### src/cfb_pkg.sv
// Shared types, register indexes and check-value helpers for the command frame builder.
package cfb_pkg;

  localparam logic [15:0] CHECK_POLY = 16'h1021;

  localparam int unsigned CFG_INDEX_W = 2;
  localparam int unsigned CFG_DATA_W  = 8;

  localparam logic [CFG_INDEX_W-1:0] REG_HEAD_FIRST  = 2'd0;
  localparam logic [CFG_INDEX_W-1:0] REG_HEAD_SECOND = 2'd1;
  localparam logic [CFG_INDEX_W-1:0] REG_TAIL_FIRST  = 2'd2;
  localparam logic [CFG_INDEX_W-1:0] REG_TAIL_SECOND = 2'd3;

  typedef struct packed {
    logic        start;
    logic        has;
    logic        last;
    logic [7:0]  addr;
    logic [15:0] cmd;
    logic [15:0] len;
    logic [7:0]  pay;
  } cfb_cmd_t;

  typedef struct packed {
    logic [7:0] head_first;
    logic [7:0] head_second;
    logic [7:0] tail_first;
    logic [7:0] tail_second;
  } cfb_cfg_t;

  typedef enum logic [3:0] {
    STEP_IDLE,
    STEP_HEAD0,
    STEP_HEAD1,
    STEP_ADDR_HI,
    STEP_ADDR,
    STEP_CMD_HI,
    STEP_CMD_LO,
    STEP_LEN_HI,
    STEP_LEN_LO,
    STEP_PAY,
    STEP_CHK_HI,
    STEP_CHK_LO,
    STEP_TAIL0,
    STEP_TAIL1
  } cfb_step_t;

  function automatic logic [15:0] crc_byte(input logic [15:0] crc, input logic [7:0] b);
    logic [15:0] c;
    c = crc;
    for (int i = 7; i >= 0; i--) begin
      if (c[15] ^ b[i]) begin
        c = {c[14:0], 1'b0} ^ CHECK_POLY;
      end else begin
        c = {c[14:0], 1'b0};
      end
    end
    return c;
  endfunction

  function automatic cfb_step_t after_payload(input cfb_cmd_t c);
    return c.last ? STEP_CHK_HI : STEP_IDLE;
  endfunction

  function automatic cfb_step_t first_step(input cfb_cmd_t c);
    cfb_step_t s;
    if (c.start) begin
      s = STEP_HEAD0;
    end else if (c.has) begin
      s = STEP_PAY;
    end else begin
      s = after_payload(c);
    end
    return s;
  endfunction

  function automatic cfb_step_t next_step(input cfb_step_t s, input cfb_cmd_t c);
    cfb_step_t n;
    unique case (s)
      STEP_HEAD0:   n = STEP_HEAD1;
      STEP_HEAD1:   n = STEP_ADDR_HI;
      STEP_ADDR_HI: n = STEP_ADDR;
      STEP_ADDR:    n = STEP_CMD_HI;
      STEP_CMD_HI:  n = STEP_CMD_LO;
      STEP_CMD_LO:  n = STEP_LEN_HI;
      STEP_LEN_HI:  n = STEP_LEN_LO;
      STEP_LEN_LO:  n = c.has ? STEP_PAY : after_payload(c);
      STEP_PAY:     n = after_payload(c);
      STEP_CHK_HI:  n = STEP_CHK_LO;
      STEP_CHK_LO:  n = STEP_TAIL0;
      STEP_TAIL0:   n = STEP_TAIL1;
      STEP_TAIL1:   n = STEP_IDLE;
      STEP_IDLE:    n = STEP_IDLE;
      default:      n = STEP_IDLE;
    endcase
    return n;
  endfunction

endpackage

### src/cfb_front.sv
// Front end: accepts input items, tracks the open frame and drops items with no output.
module cfb_front (
  input  logic              clk,
  input  logic              rst_n,
  input  logic              in_valid,
  output logic              in_ready,
  input  logic              in_frame_start,
  input  logic [7:0]        in_module_addr,
  input  logic [15:0]       in_command,
  input  logic [15:0]       in_declared_length,
  input  logic [7:0]        in_payload_byte,
  input  logic              in_has_byte,
  input  logic              in_last_byte,
  input  logic              q_full,
  output logic              q_push,
  output cfb_pkg::cfb_cmd_t q_data
);

  logic in_frame_r;
  logic in_frame_nxt;
  logic open_c;
  logic accept_c;
  logic useful_c;

  assign open_c   = in_frame_start | in_frame_r;
  assign in_ready = ~q_full;
  assign accept_c = in_valid & in_ready;

  always_comb begin
    q_data.start = in_frame_start;
    q_data.has   = open_c & in_has_byte;
    q_data.last  = open_c & in_last_byte;
    q_data.addr  = in_module_addr;
    q_data.cmd   = in_command;
    q_data.len   = in_declared_length;
    q_data.pay   = in_payload_byte;
  end

  assign useful_c = q_data.start | q_data.has | q_data.last;
  assign q_push   = accept_c & useful_c;

  always_comb begin
    in_frame_nxt = in_frame_r;
    if (accept_c && open_c) begin
      in_frame_nxt = ~in_last_byte;
    end
  end

  always_ff @(posedge clk) begin
    if (!rst_n) begin
      in_frame_r <= 1'b0;
    end else begin
      in_frame_r <= in_frame_nxt;
    end
  end

endmodule

### src/cfb_fifo.sv
// Short item queue between the front end and the byte sequencer.
module cfb_fifo #(
  parameter int unsigned DEPTH = 4
) (
  input  logic              clk,
  input  logic              rst_n,
  input  logic              push,
  input  cfb_pkg::cfb_cmd_t push_data,
  output logic              full,
  input  logic              pop,
  output logic              head_valid,
  output cfb_pkg::cfb_cmd_t head
);

  localparam int unsigned PTR_W = (DEPTH > 1) ? $clog2(DEPTH) : 1;
  localparam int unsigned CNT_W = $clog2(DEPTH + 1);

  cfb_pkg::cfb_cmd_t mem_r [DEPTH];
  logic [PTR_W-1:0] wr_ptr_r;
  logic [PTR_W-1:0] wr_ptr_nxt;
  logic [PTR_W-1:0] rd_ptr_r;
  logic [PTR_W-1:0] rd_ptr_nxt;
  logic [CNT_W-1:0] count_r;
  logic [CNT_W-1:0] count_nxt;
  logic             do_push;
  logic             do_pop;

  assign full       = (count_r == CNT_W'(DEPTH));
  assign head_valid = (count_r != '0);
  assign head       = mem_r[rd_ptr_r];
  assign do_push    = push & ~full;
  assign do_pop     = pop & head_valid;

  always_comb begin
    wr_ptr_nxt = wr_ptr_r;
    rd_ptr_nxt = rd_ptr_r;
    count_nxt  = count_r;
    if (do_push) begin
      wr_ptr_nxt = (wr_ptr_r == PTR_W'(DEPTH - 1)) ? '0 : wr_ptr_r + 1'b1;
    end
    if (do_pop) begin
      rd_ptr_nxt = (rd_ptr_r == PTR_W'(DEPTH - 1)) ? '0 : rd_ptr_r + 1'b1;
    end
    if (do_push && !do_pop) begin
      count_nxt = count_r + 1'b1;
    end else if (!do_push && do_pop) begin
      count_nxt = count_r - 1'b1;
    end
  end

  always_ff @(posedge clk) begin
    if (do_push) begin
      mem_r[wr_ptr_r] <= push_data;
    end
  end

  always_ff @(posedge clk) begin
    if (!rst_n) begin
      wr_ptr_r <= '0;
      rd_ptr_r <= '0;
      count_r  <= '0;
    end else begin
      wr_ptr_r <= wr_ptr_nxt;
      rd_ptr_r <= rd_ptr_nxt;
      count_r  <= count_nxt;
    end
  end

endmodule

### src/cfb_back.sv
// Back end: byte sequencer, running check value, config registers and output register.
module cfb_back (
  input  logic                                clk,
  input  logic                                rst_n,
  input  logic                                cfg_we,
  input  logic [cfb_pkg::CFG_INDEX_W-1:0]     cfg_index,
  input  logic [cfb_pkg::CFG_DATA_W-1:0]      cfg_data,
  input  logic                                q_valid,
  input  cfb_pkg::cfb_cmd_t                   q_head,
  output logic                                q_pop,
  output logic                                out_valid,
  input  logic                                out_ready,
  output logic [7:0]                          out_byte,
  output logic                                out_frame_end,
  output logic                                out_run_last
);

  cfb_pkg::cfb_cfg_t  cfg_r;
  cfb_pkg::cfb_step_t state_r;
  cfb_pkg::cfb_step_t state_nxt;
  cfb_pkg::cfb_step_t act_step;
  cfb_pkg::cfb_step_t after_step;
  cfb_pkg::cfb_cmd_t  cur_r;
  cfb_pkg::cfb_cmd_t  act_cmd;
  logic [15:0]        crc_r;
  logic [15:0]        crc_nxt;
  logic [7:0]         byte_c;
  logic               covered_c;
  logic               adv;
  logic               out_valid_r;
  logic [7:0]         out_byte_r;
  logic               out_frame_end_r;
  logic               out_run_last_r;

  assign adv     = ~out_valid_r | out_ready;
  assign act_cmd = (state_r == cfb_pkg::STEP_IDLE) ? q_head : cur_r;
  assign q_pop   = adv & (state_r == cfb_pkg::STEP_IDLE) & q_valid;

  always_comb begin
    if (state_r != cfb_pkg::STEP_IDLE) begin
      act_step = state_r;
    end else if (q_valid) begin
      act_step = cfb_pkg::first_step(q_head);
    end else begin
      act_step = cfb_pkg::STEP_IDLE;
    end
  end

  // next state
  always_comb begin
    after_step = cfb_pkg::next_step(act_step, act_cmd);
    state_nxt  = adv ? after_step : state_r;
  end

  // byte select and check value update
  always_comb begin
    byte_c    = '0;
    covered_c = 1'b0;
    crc_nxt   = crc_r;
    unique case (act_step)
      cfb_pkg::STEP_HEAD0: begin
        byte_c  = cfg_r.head_first;
        crc_nxt = '0;
      end
      cfb_pkg::STEP_HEAD1:   byte_c = cfg_r.head_second;
      cfb_pkg::STEP_ADDR_HI: begin
        byte_c    = 8'h00;
        covered_c = 1'b1;
      end
      cfb_pkg::STEP_ADDR: begin
        byte_c    = act_cmd.addr;
        covered_c = 1'b1;
      end
      cfb_pkg::STEP_CMD_HI: begin
        byte_c    = act_cmd.cmd[15:8];
        covered_c = 1'b1;
      end
      cfb_pkg::STEP_CMD_LO: begin
        byte_c    = act_cmd.cmd[7:0];
        covered_c = 1'b1;
      end
      cfb_pkg::STEP_LEN_HI: begin
        byte_c    = act_cmd.len[15:8];
        covered_c = 1'b1;
      end
      cfb_pkg::STEP_LEN_LO: begin
        byte_c    = act_cmd.len[7:0];
        covered_c = 1'b1;
      end
      cfb_pkg::STEP_PAY: begin
        byte_c    = act_cmd.pay;
        covered_c = 1'b1;
      end
      cfb_pkg::STEP_CHK_HI:  byte_c = crc_r[15:8];
      cfb_pkg::STEP_CHK_LO:  byte_c = crc_r[7:0];
      cfb_pkg::STEP_TAIL0:   byte_c = cfg_r.tail_first;
      cfb_pkg::STEP_TAIL1:   byte_c = cfg_r.tail_second;
      cfb_pkg::STEP_IDLE:    byte_c = '0;
      default:               byte_c = '0;
    endcase
    if (covered_c) begin
      crc_nxt = cfb_pkg::crc_byte(crc_r, byte_c);
    end
  end

  always_ff @(posedge clk) begin
    if (!rst_n) begin
      cfg_r <= '0;
    end else if (cfg_we) begin
      unique case (cfg_index)
        cfb_pkg::REG_HEAD_FIRST:  cfg_r.head_first  <= cfg_data;
        cfb_pkg::REG_HEAD_SECOND: cfg_r.head_second <= cfg_data;
        cfb_pkg::REG_TAIL_FIRST:  cfg_r.tail_first  <= cfg_data;
        cfb_pkg::REG_TAIL_SECOND: cfg_r.tail_second <= cfg_data;
        default:                  cfg_r <= cfg_r;
      endcase
    end
  end

  always_ff @(posedge clk) begin
    if (!rst_n) begin
      state_r     <= cfb_pkg::STEP_IDLE;
      crc_r       <= '0;
      out_valid_r <= 1'b0;
    end else begin
      state_r <= state_nxt;
      if (adv) begin
        crc_r       <= crc_nxt;
        out_valid_r <= (act_step != cfb_pkg::STEP_IDLE);
      end
    end
  end

  always_ff @(posedge clk) begin
    if (q_pop) begin
      cur_r <= q_head;
    end
    if (adv) begin
      out_byte_r      <= byte_c;
      out_frame_end_r <= (act_step == cfb_pkg::STEP_TAIL1);
      out_run_last_r  <= (after_step == cfb_pkg::STEP_IDLE);
    end
  end

  assign out_valid     = out_valid_r;
  assign out_byte      = out_byte_r;
  assign out_frame_end = out_frame_end_r;
  assign out_run_last  = out_run_last_r;

`ifndef SYNTHESIS
  a_end_is_run_last: assert property (@(posedge clk) disable iff (!rst_n)
    out_valid_r && out_frame_end_r |-> out_run_last_r)
    else $error("frame end byte not marked as last of its item");

  a_chk_lo_order: assert property (@(posedge clk) disable iff (!rst_n)
    state_r == cfb_pkg::STEP_CHK_LO |=>
      (state_r == cfb_pkg::STEP_CHK_LO || state_r == cfb_pkg::STEP_TAIL0))
    else $error("check low byte not followed by tail");

  a_busy_has_output: assert property (@(posedge clk) disable iff (!rst_n)
    state_r != cfb_pkg::STEP_IDLE |-> out_valid_r)
    else $error("sequencer busy without a pending output byte");
`endif

endmodule

### src/command_frame_builder_crc16_unit.sv
// Top level of the command frame builder with 16-bit check value.
// An accepted item enters the queue; the idle sequencer pops it and registers its first byte.
// Throughput: one output byte per cycle while items wait and out_ready does not stall; the
// sequencer takes a new item only when idle. Items causing no byte are dropped at entry.
// Reset: synchronous active-low rst_n clears config registers, frame state, queue and output valid.
module command_frame_builder_crc16_unit #(
  parameter int unsigned QUEUE_DEPTH = 4
) (
  input  logic                            clk,
  input  logic                            rst_n,
  input  logic                            in_valid,
  output logic                            in_ready,
  input  logic                            in_frame_start,
  input  logic [7:0]                      in_module_addr,
  input  logic [15:0]                     in_command,
  input  logic [15:0]                     in_declared_length,
  input  logic [7:0]                      in_payload_byte,
  input  logic                            in_has_byte,
  input  logic                            in_last_byte,
  output logic                            out_valid,
  input  logic                            out_ready,
  output logic [7:0]                      out_byte,
  output logic                            out_frame_end,
  output logic                            out_run_last,
  input  logic                            cfg_we,
  input  logic [cfb_pkg::CFG_INDEX_W-1:0] cfg_index,
  input  logic [cfb_pkg::CFG_DATA_W-1:0]  cfg_data
);

  logic              q_full;
  logic              q_push;
  logic              q_pop;
  logic              q_valid;
  cfb_pkg::cfb_cmd_t q_data;
  cfb_pkg::cfb_cmd_t q_head;

  cfb_front u_front (
    .clk                (clk),
    .rst_n              (rst_n),
    .in_valid           (in_valid),
    .in_ready           (in_ready),
    .in_frame_start     (in_frame_start),
    .in_module_addr     (in_module_addr),
    .in_command         (in_command),
    .in_declared_length (in_declared_length),
    .in_payload_byte    (in_payload_byte),
    .in_has_byte        (in_has_byte),
    .in_last_byte       (in_last_byte),
    .q_full             (q_full),
    .q_push             (q_push),
    .q_data             (q_data)
  );

  cfb_fifo #(
    .DEPTH (QUEUE_DEPTH)
  ) u_fifo (
    .clk        (clk),
    .rst_n      (rst_n),
    .push       (q_push),
    .push_data  (q_data),
    .full       (q_full),
    .pop        (q_pop),
    .head_valid (q_valid),
    .head       (q_head)
  );

  cfb_back u_back (
    .clk           (clk),
    .rst_n         (rst_n),
    .cfg_we        (cfg_we),
    .cfg_index     (cfg_index),
    .cfg_data      (cfg_data),
    .q_valid       (q_valid),
    .q_head        (q_head),
    .q_pop         (q_pop),
    .out_valid     (out_valid),
    .out_ready     (out_ready),
    .out_byte      (out_byte),
    .out_frame_end (out_frame_end),
    .out_run_last  (out_run_last)
  );

endmodule
### config.mk
export PLATFORM = sky130hd
export DESIGN_NAME = command_frame_builder_crc16_unit
export DESIGN_NICKNAME = d
export VERILOG_FILES = /design/src/cfb_pkg.sv /design/src/cfb_front.sv /design/src/cfb_fifo.sv /design/src/cfb_back.sv /design/src/command_frame_builder_crc16_unit.sv
export SDC_FILE = /design/constraint.sdc
export NUM_CORES = 1
export LEC_CHECK = 0
export CORE_MARGIN = 1.5
export CORE_UTILIZATION = 40
export DETAILED_ROUTE_END_ITERATION = 6
export DONT_BUFFER_PORTS = 1
export PLACE_DENSITY_LB_ADDON = 0.3
export SYNTH_ARGS = -nofsm -noshare
export SYNTH_HDL_FRONTEND = slang
export SYNTH_SLANG_ARGS = --single-unit
### constraint.sdc
create_clock -name clk -period 3.84 [get_ports clk]
set_input_delay 0.192 -clock clk [delete_from_list [all_inputs] [get_ports clk]]
set_output_delay 0.192 -clock clk [all_outputs]
set_load 0.005 [all_outputs]
==> results.py, run 1 <==
metrics = {
    "sta": {
        "timing.final.crit_share_pct": 92.1,
        "hold_violations": 0,
        "worst_pin_slew_ps": 963,
        "max_freq_mhz": 283,
        "setup_violations": 0,
        "fin_skew_ps": 30.2,
        "postLayoutSetupSlackWorst_ps": 303,
        "tns_ps": 0,
        "maxSlewHeadroom_pct": 35.5,
        "rsz0062_at_grt": "false",
        "drv_slew": 0,
        "finalCriticalPeriod_ps": 3540,
    },
    "die": {
        "dieArea_um2": 35000,
        "core_um2": 33400,
        "rows": 67,
        "start_util_pct": 40.5,
        "fp.dieW_um": 187,
        "num_io_pins": 78,
        "die_h_um": 187,
    },
    "clocking": {
        "ctsLongestPathBuffers": 3,
        "cts_resized": 0,
        "cts_max_level": 2,
        "clock_latency_ps": 540,
        "cts_hold_buf": 62,
        "cts_setup_buffers": 0,
        "cts_buffers": 38,
        "clk_pin_slew_ps": 60,
        "clock_sinks": 327,
        "cts_tree": "built",
        "cts-root-buf": "clkbuf_16",
    },
    "global_routing": {
        "grt_overflow": 0,
        "grt_pass1_wl_um": 45900,
        "antenna_found_initial": 0,
        "grt_pass1_vias": 7603,
        "global_route.usage.total_pct": 17.1,
        "grt_max_degree": 53,
    },
    "worst_setup_path": {
        "slowest_delay_ps": 580,
        "crit_chain": "mux4_2 > and3_1 > a21o_1 > a41o_1 > nor4_2 > mux2i_1 > xnor3_1 > xor2_1 > o21ai_1",
        "crit_slowest_cell": "mux4_2",
        "critPathMaxFanout": 21,
        "arrival_ps": 3950,
        "path_class": "register to register",
        "rrSetupSlack_ps": 300,
        "end_kind": "register",
        "required_ps": 4250,
        "start_kind": "register",
        "timing.rr.end": "u_back.crc_r[12]",
        "worstRegToRegCells": 9,
    },
    "yosys": {
        "synth_cells": 846,
        "synth.distinct_cells": 85,
        "syn_area_um2": 13600,
        "synth_warnings": 0,
        "synth.avg_cell_area_um2": 16.0,
        "synth_seq_cells": 327,
        "synth_nets": 919,
        "yosysSeqAreaShare_pct": 67.8,
        "synth_edf_count": 264,
        "synthArstFlopShare_pct": 0,
        "synth_ff_type": "edfxtp_1",
    },
    "final_layout": {
        "areaGrowthSynthToFinish_pct": 18.8,
        "layout-drive-gt1-share_pct": 18.3,
        "diodes": 0,
        "n_fill_cell": 2804,
        "nets": 1000,
    },
    "drt": {
        "via_per_inst": 5.32,
        "final_antenna_net_count": 0,
        "drc_errors": 0,
        "drt_first_pass_iters": 5,
        "wire_per_inst_um": 21.1,
        "vias": 7469,
        "wl_um": 29600,
        "drt_iter0_markers": 495,
    },
    "place": {
        "io_buffers": 0,
        "place_ws_ps": 370,
        "gp_congestion": 0.899,
        "dp_hpwl_um": 19100,
    },
    "hold_path": {
        "whs_endpoint": "u_fifo.mem_r[2][49]",
        "holdCritPathClass": "input pin to register",
        "holdPathStages": 1,
        "worstHoldStart": "in_has_byte",
    },
    "pwr": {
        "powerDensity_nw_per_um2": 831,
        "ir_drop_uv": 409,
        "p_leak_nw": 5.54,
    },
    "flow_run": {
        "cap_violations": 0,
    },
    "run_status": {
        "status": "complete, no violations",
    },
}
sequential cells by signal, summed over array words and instances (netlist names), named ones only:
signal and count:
u_fifo.mem_r 204, u_back.cur_r 50, u_back.cfg_r 32, u_back.crc_r 16, u_back.out_byte 8, u_back.state_r 4
u_fifo.count_r 3, u_fifo.rd_ptr_r 2, u_fifo.wr_ptr_r 2, u_back.out_frame_end 1, u_back.out_run_last 1, u_back.out_valid 1
u_front.in_frame_r 1
synth_stat cells (4+ instances only):
master,instances,share of area (%)
clkbuf_1,28,0.78
mux4_2,52,8.6
inv_1,8,0.22
nand4_1,5,0.23
nand3_1,13,0.48
nand3b_1,9,0.50
nor2b_1,42,1.9
buf_2,7,0.26
edfxtp_1,264,58
a32oi_1,4,0.26
nand2_1,75,2.1
buf_1,7,0.19
o21a_1,4,0.22
a21oi_1,8,0.30
a31oi_1,6,0.28
and2_1,11,0.51
nor2_1,19,0.53
o21ai_0,15,0.55
o211ai_1,6,0.33
mux2i_1,53,3.9
or2_2,4,0.18
ha_1,6,0.55
xnor3_1,7,1.2
and3_1,10,0.46
a211oi_1,5,0.28
nor3_1,8,0.30
dfxtp_1,63,9.3
a21boi_1,6,0.33
o21ai_1,11,0.41
or3_1,8,0.37
worst max-delay path: cells and delay by family, from the launching register on:
family	cells	cell delay, ps
AO/OA/AOI/OAI	3	910
XOR/XNOR	2	510
multiplexers	2	930
AND/OR/NAND/NOR	2	650
flip-flops	1	400
kinds of logic (layout without fill, tap and decap cells):
kind of cell               count (synthesis)  count (layout)  share of synthesized area (%)
AOI/OAI and AO/OA                        113             113                           6.48
xor gates and xnor gates                  13              13                           1.66
adders and majority gates                  7               7                          0.702
buffers and inverters                     55             165                           1.78
DFF                                      327             327                           67.8
muxes                                    105             105                           12.6
and+or+nand+nor                          226             226                           9.01
cell type report:
cell class              count  area (um^2)  area share, %
well taps                 448          561           3.48
clock buffers              47         1050           6.50
multi-input cells         464         4150           25.7
repair buffers             87          818           5.08
flip-flops and latches    327         9190           57.1
clock inverters            22          305           1.90
inverters                   9         33.8          0.210
metal layers:
layer | share of wire [%] | wire length (um) | global-route usage [%] | vias to the layer above
li1 | - | - | - | 3473
met2 | 45 | 13300 | 25.8 | 230
met1 | 46 | 13600 | 24.6 | 3708
met3 | 6.7 | 1980 | 3.75 | 58
met5 | 0 | 0 | 0 | -
met4 | 2.5 | 727 | 5.49 | 0
metrics by stage:
step	std cells	power, W	hold slack (ps)	instance area, um^2	util [%]
after floorplan	846	0.00820	291	13600	-
after global placement	1273	0.00951	291	14100	42.2
after detailed placement	1273	0.00952	291	14100	42.2
after CTS	1404	0.0135	11.1	16100	48.1
after global routing	1404	0.0140	23.2	16100	48.1
final	1404	0.0134	28.2	16100	48.1
cell usage in the layout, fill, tap and decap left out, types with 5 or more instances in the layout:
cell type | netlist | routed
nand2_1 | 75 | 75
inv_1 | 8 | 7
or3_1 | 8 | 8
nand3_1 | 13 | 13
dfxtp_1 | 63 | 61
mux4_2 | 52 | 52
xnor3_1 | 7 | 7
o211ai_1 | 6 | 6
nor3_1 | 8 | 8
a211oi_1 | 5 | 5
nor2b_1 | 42 | 42
nand4_1 | 5 | 5
a21oi_1 | 8 | 8
nor2_1 | 19 | 19
nand3b_1 | 9 | 9
o21ai_1 | 11 | 11
and3_1 | 10 | 10
a31oi_1 | 6 | 6
mux2i_1 | 53 | 53
dlygate4sd3_1 | 0 | 61
ha_1 | 6 | 6
clkinv_2 | 0 | 6
clkbuf_16 | 0 | 39
buf_4 | 1 | 25
o21ai_0 | 15 | 15
and2_4 | 1 | 5
bufinv_16 | 0 | 6
a21boi_1 | 6 | 6
edfxtp_1 | 264 | 264
and2_1 | 11 | 7
worst max path at each step:
| stage | startpoint | to | slack [ps] | cells past startpoint |
|---|---|---|---|---|
| finish | register | u_back.crc_r[12] | 300 | 9 |
| global route | register | u_back.crc_r[6] | 100 | 9 |
| CTS | register | u_back.crc_r[12] | 340 | 9 |
| detailed placement | register | u_back.crc_r[12] | 370 | 9 |
| global placement | register | u_back.crc_r[12] | 430 | 9 |
| floorplan | register | u_back.crc_r[0] | 670 | 12 |
power by group:
group | internal (W) | leakage [nW] | total, W | switching [W]
logic | 0.00196 | 1.93 | 0.00463 | 0.00267
registers | 0.00462 | 2.96 | 0.00492 | 0.000297
clock network | 0.00236 | 0.657 | 0.00383 | 0.00147
No activity file was read; power rests on OpenSTA's default activity.
==> run 2, diff against run 1 <==
- CELL_PAD_IN_SITES_DETAIL_PLACEMENT: default -> 2
- CELL_PAD_IN_SITES_GLOBAL_PLACEMENT: default -> 2
- CTS_CLUSTER_SIZE: default -> 12
==> results.py, run 2 (synthesis results as in run 1) <==
metrics = {
    "run_status": {
        "status": "complete, no violations",
    },
    "drt": {
        "vias": 7804,
        "wire_per_inst_um": 27.2,
        "final_antenna_net_count": 0,
        "wl_um": 38200,
        "via_per_inst": 5.56,
        "drt_first_pass_iters": 5,
        "drt_iter0_markers": 428,
        "drc_errors": 0,
    },
    "final_layout": {
        "diodes": 0,
        "final_common_cell": "edfxtp_1",
        "regMostFlops": "u_fifo.mem_r",
        "nets": 1004,
        "largestRegisters": "u_fifo.mem_r (204), u_back.cur_r (50), u_back.cfg_r (32)",
        "layout-drive-gt1-share_pct": 17.3,
        "largest_reg_flops": 204,
        "areaGrowthSynthToFinish_pct": 17.2,
        "layout_common_cells": "264 x edfxtp_1, 75 x nand2_1, 61 x dfxtp_1, 60 x dlygate4sd3_1, 53 x mux2i_1",
        "stdcell_area_um2": 15900,
    },
    "worst_setup_path": {
        "end_kind": "register",
        "arrival_ps": 4090,
        "required_ps": 4310,
        "critPathMaxFanout": 21,
        "worstRegToRegCells": 9,
        "start_kind": "register",
        "path_class": "register to register",
    },
    "die": {
        "fp.dieW_um": 187,
        "core_um2": 33400,
        "rows": 67,
        "dieArea_um2": 35000,
        "die_h_um": 187,
        "start_util_pct": 40.5,
        "num_io_pins": 78,
    },
    "clocking": {
        "cts-root-buf": "clkbuf_16",
        "cts_buffers": 36,
        "clock_latency_ps": 540,
        "clk_pin_slew_ps": 60,
        "cts_max_level": 2,
        "cts_setup_buffers": 0,
        "clock_sinks": 327,
        "cts_tree": "built",
        "ctsLongestPathBuffers": 3,
    },
    "hold_path": {
        "holdPathStages": 1,
        "holdCritPathClass": "input pin to register",
    },
    "global_routing": {
        "grt_overflow": 0,
        "grt_pass1_vias": 8733,
        "antenna_found_initial": 1,
        "grt_pass1_wl_um": 57700,
        "global_route.usage.total_pct": 22.3,
        "grt_max_degree": 53,
    },
    "flow_run": {
        "cap_violations": 0,
    },
    "sta": {
        "drv_slew": 0,
        "tns_ps": 0,
        "rsz0062_at_grt": "false",
        "maxSlewHeadroom_pct": 37.0,
        "max_freq_mhz": 276,
        "finalCriticalPeriod_ps": 3620,
        "worst_pin_slew_ps": 941,
        "timing.final.crit_share_pct": 94.3,
        "setup_violations": 0,
        "fin_skew_ps": 17.2,
        "hold_violations": 0,
    },
    "pwr": {
        "clkPwrFrac_pct": 24.6,
        "switching_share_pct": 35.6,
        "p_leak_nw": 5.44,
        "powerDensity_nw_per_um2": 825,
        "power_frac_seq_pct": 38.2,
        "ir_drop_uv": 410,
        "p_int_w": 0.00843,
        "switching_power_w": 0.00467,
        "comb_power_share_pct": 37.2,
    },
    "place": {
        "dp_hpwl_um": 26100,
        "gp_congestion": 0.887,
        "place_area_um2": 14200,
        "io_buffers": 0,
    },
}
==> run 2: area by class of cell <==
type,count,area [um^2]
Timing Repair Buffer,93,865
Sequential cell,327,9190
Clock inverter,9,73.8
Inverter,9,33.8
Fill cell,3056,17600
Multi-Input combinational cell,464,4150
Tap cell,448,561
Clock buffer,53,1010
==> run 2: power by group through the flow <==
stage,logic [W],clock network (W),registers [W]
after global routing,0.00526,0.00341,0.00505
after detailed placement,0.00479,0,0.00507
after floorplan,0.00335,0,0.00485
after global placement,0.00461,0,0.00501
final,0.00488,0.00322,0.00500
after CTS,0.00489,0.00327,0.00500
==> run 2: worst max-delay path: stages, from the launching register on <==
cell	delay [ps]
dfxtp_4	390
mux4_2	600
nor2_2	320
a21o_1	680
a32oi_1	210
a31oi_1	290
or3_1	180
and2_1	300
xnor3_1	450
o21ai_1	120
==> run 2: metrics by stage <==
step,util [%],hold WS (ps),setup slack (ps),std cells,power [W]
after global routing,47.5,13.3,28.1,1403,0.0137
after floorplan,-,291,674,846,0.00820
final,47.5,11.2,220,1403,0.0131
after detailed placement,42.4,291,144,1280,0.00986
after CTS,47.4,7.60,148,1403,0.0132
after global placement,42.4,291,190,1280,0.00962
==> run 2: path summary, 6_finish.rpt <==
kind,from,to,slack [ps]
worst min register to register,u_back.crc_r[10],u_back.crc_r[10],500
worst max register to register,register,u_back.crc_r[6],220
worst min-delay path,in_frame_start,u_fifo.mem_r[1][48],10
worst max-delay path,register,u_back.crc_r[6],220
==> run 2: what timing repair did <==
item                                    4_1_cts  5_1_grt
endpoints found under the setup margin        0        3
endpoints found under the hold margin       254        0
hold buffers                                 61        0
resized for setup                             0        2
==> run 2: routing by layer <==
layer  share of wire (%)  up-vias  track usage (%)
li1                    -     3460                -
met1                  43     4064             28.9
met2                  50      213             38.0
met3                 4.9       65             4.32
met4                 2.4        2             6.39
met5               0.031        -                0
==> run 3, diff against run 2 <==
- RECOVER_POWER: default -> 50
==> results.py, run 3 (synthesis results as in run 1) <==
metrics = {
    "flow_run": {
        "cap_violations": 1,
    },
    "place": {
        "place_area_um2": 14200,
        "dp_hpwl_um": 26100,
        "io_buffers": 0,
        "gp_congestion": 0.887,
    },
    "final_layout": {
        "largestRegisters": "u_fifo.mem_r (204), u_back.cur_r (50), u_back.cfg_r (32)",
        "diodes": 0,
        "stdcell_area_um2": 15900,
        "nets": 1004,
        "layout_common_cells": "264 x edfxtp_1, 75 x nand2_1, 61 x dfxtp_1, 60 x dlygate4sd3_1, 53 x mux2i_1",
        "multiInputGateArea_um2": 4140,
        "register_area_um2": 9190,
        "areaGrowthSynthToFinish_pct": 17.1,
        "final_common_cell": "edfxtp_1",
        "largest_reg_flops": 204,
        "n_fill_cell": 3056,
        "regMostFlops": "u_fifo.mem_r",
        "layout-drive-gt1-share_pct": 17.0,
    },
    "die": {
        "fp.dieW_um": 187,
        "rows": 67,
        "core_um2": 33400,
        "num_io_pins": 78,
        "die_h_um": 187,
        "start_util_pct": 40.5,
        "dieArea_um2": 35000,
    },
    "pwr": {
        "power_frac_seq_pct": 38.2,
        "clkPwrFrac_pct": 24.6,
        "powerDensity_nw_per_um2": 825,
        "p_leak_nw": 5.43,
        "switching_share_pct": 35.6,
        "p_int_w": 0.00843,
        "total_power_w": 0.0131,
        "comb_power_share_pct": 37.2,
        "ir_drop_uv": 410,
        "switching_power_w": 0.00466,
    },
    "global_routing": {
        "antenna_found_initial": 1,
        "grt_max_degree": 53,
        "grt_pass1_vias": 8733,
        "grt_pass1_wl_um": 57700,
        "global_route.usage.total_pct": 22.3,
        "grt_overflow": 0,
    },
    "drt": {
        "drt_first_pass_iters": 5,
        "via_per_inst": 5.57,
        "wl_um": 38200,
        "vias": 7813,
        "drt_iter0_markers": 493,
        "wire_per_inst_um": 27.2,
        "final_antenna_net_count": 0,
        "drc_errors": 0,
    },
    "worst_setup_path": {
        "arrival_ps": 4090,
        "crit_slowest_cell": "a21o_1",
        "worstRegToRegCells": 9,
        "start_kind": "register",
        "slowest_delay_ps": 680,
        "required_ps": 4310,
        "end_kind": "register",
        "timing.rr.end": "u_back.crc_r[6]",
        "path_class": "register to register",
        "rrSetupSlack_ps": 220,
        "crit_chain": "mux4_2 > nor2_2 > a21o_1 > a32oi_1 > a31oi_1 > or3_1 > and2_1 > xnor3_1 > o21ai_1",
        "critPathMaxFanout": 21,
    },
    "hold_path": {
        "holdCritPathClass": "input pin to register",
        "whs_endpoint": "u_fifo.mem_r[1][48]",
        "holdPathStages": 1,
        "worstHoldStart": "in_frame_start",
    },
    "clocking": {
        "cts_max_level": 2,
        "clock_sinks": 327,
        "cts_buffers": 36,
        "clk_pin_slew_ps": 60,
        "cts_setup_buffers": 0,
        "cts_tree": "built",
        "cts-root-buf": "clkbuf_16",
        "clock_latency_ps": 540,
        "ctsLongestPathBuffers": 3,
    },
    "sta": {
        "timing.final.crit_share_pct": 94.4,
        "holdWs_ps": 11.4,
        "hold_violations": 0,
        "maxSlewHeadroom_pct": -14.6,
        "max_freq_mhz": 276,
        "finalCriticalPeriod_ps": 3620,
        "tns_ps": 0,
        "drv_slew": 10,
        "setup_violations": 0,
        "fin_skew_ps": 17.1,
        "worst_pin_slew_ps": 1720,
        "rsz0062_at_grt": "false",
    },
    "run_status": {
        "violations": "capacitance limit, slew limit",
        "status": "finished with violations",
    },
}
run 3: cell count changes in the layout (fill, tap and decap cells not counted):
cell,change
nor3b_1,+1
buf_4,-2
nor3b_2,-1
clkbuf_1,+2
run 3: layer usage:
metal | share of wire, % | GRT usage, % | vias up | wire length [um]
met5 | 0.031 | 0 | - | 12
met4 | 2.4 | 6.39 | 2 | 910
met3 | 4.9 | 4.32 | 65 | 1880
met2 | 50 | 38.0 | 210 | 19200
met1 | 43 | 28.9 | 4072 | 16300
li1 | - | - | 3464 | -
run 3: critical path, delay by kind of cell (launching register included):
family | cells | cell delay, ps
compound gates | 4 | 1290
mux | 1 | 610
simple gates | 3 | 800
flops | 1 | 390
xor+xnor | 1 | 450
run 3: power by group through the flow:
stage / Sequential (W) / Combinational, W / Clock [W]
after CTS: 0.00500 / 0.00489 / 0.00327
after detailed placement: 0.00507 / 0.00479 / 0
after global routing: 0.00505 / 0.00526 / 0.00341
after global placement: 0.00501 / 0.00461 / 0
after floorplan: 0.00485 / 0.00335 / 0
final: 0.00500 / 0.00487 / 0.00322
run 3: worst max-delay path by stage:
stage / end / cells after the start
floorplan: u_back.crc_r[0] / 12
global placement: u_back.crc_r[7] / 9
detailed placement: u_back.crc_r[15] / 10
CTS: u_back.crc_r[15] / 10
global route: u_back.crc_r[6] / 9
finish: u_back.crc_r[6] / 9
run 3: stage by stage:
stage	utilization (%)	setup WS, ps	cells
after floorplan	-	674	846
after global placement	42.4	190	1280
after detailed placement	42.4	144	1280
after CTS	47.4	148	1403
after global routing	47.4	28.1	1403
final	47.4	216	1403
run 3: repair_timing:
| item | 4_1_cts | 5_1_grt |
|---|---|---|
| hold buffers | 61 | 0 |
| gates resized for setup | 0 | 2 |
| endpoints found under the setup margin | 0 | 3 |
| endpoints found under the hold margin | 254 | 0 |
run 3: area by class of cell:
class                           count  area share [%]
Sequential cell                   327            57.9
Multi-Input combinational cell    464            26.1
Clock buffer                       53            6.34
Timing Repair Buffer               93            5.40
Tap cell                          448            3.53
Clock inverter                      9           0.465
Inverter                            9           0.213
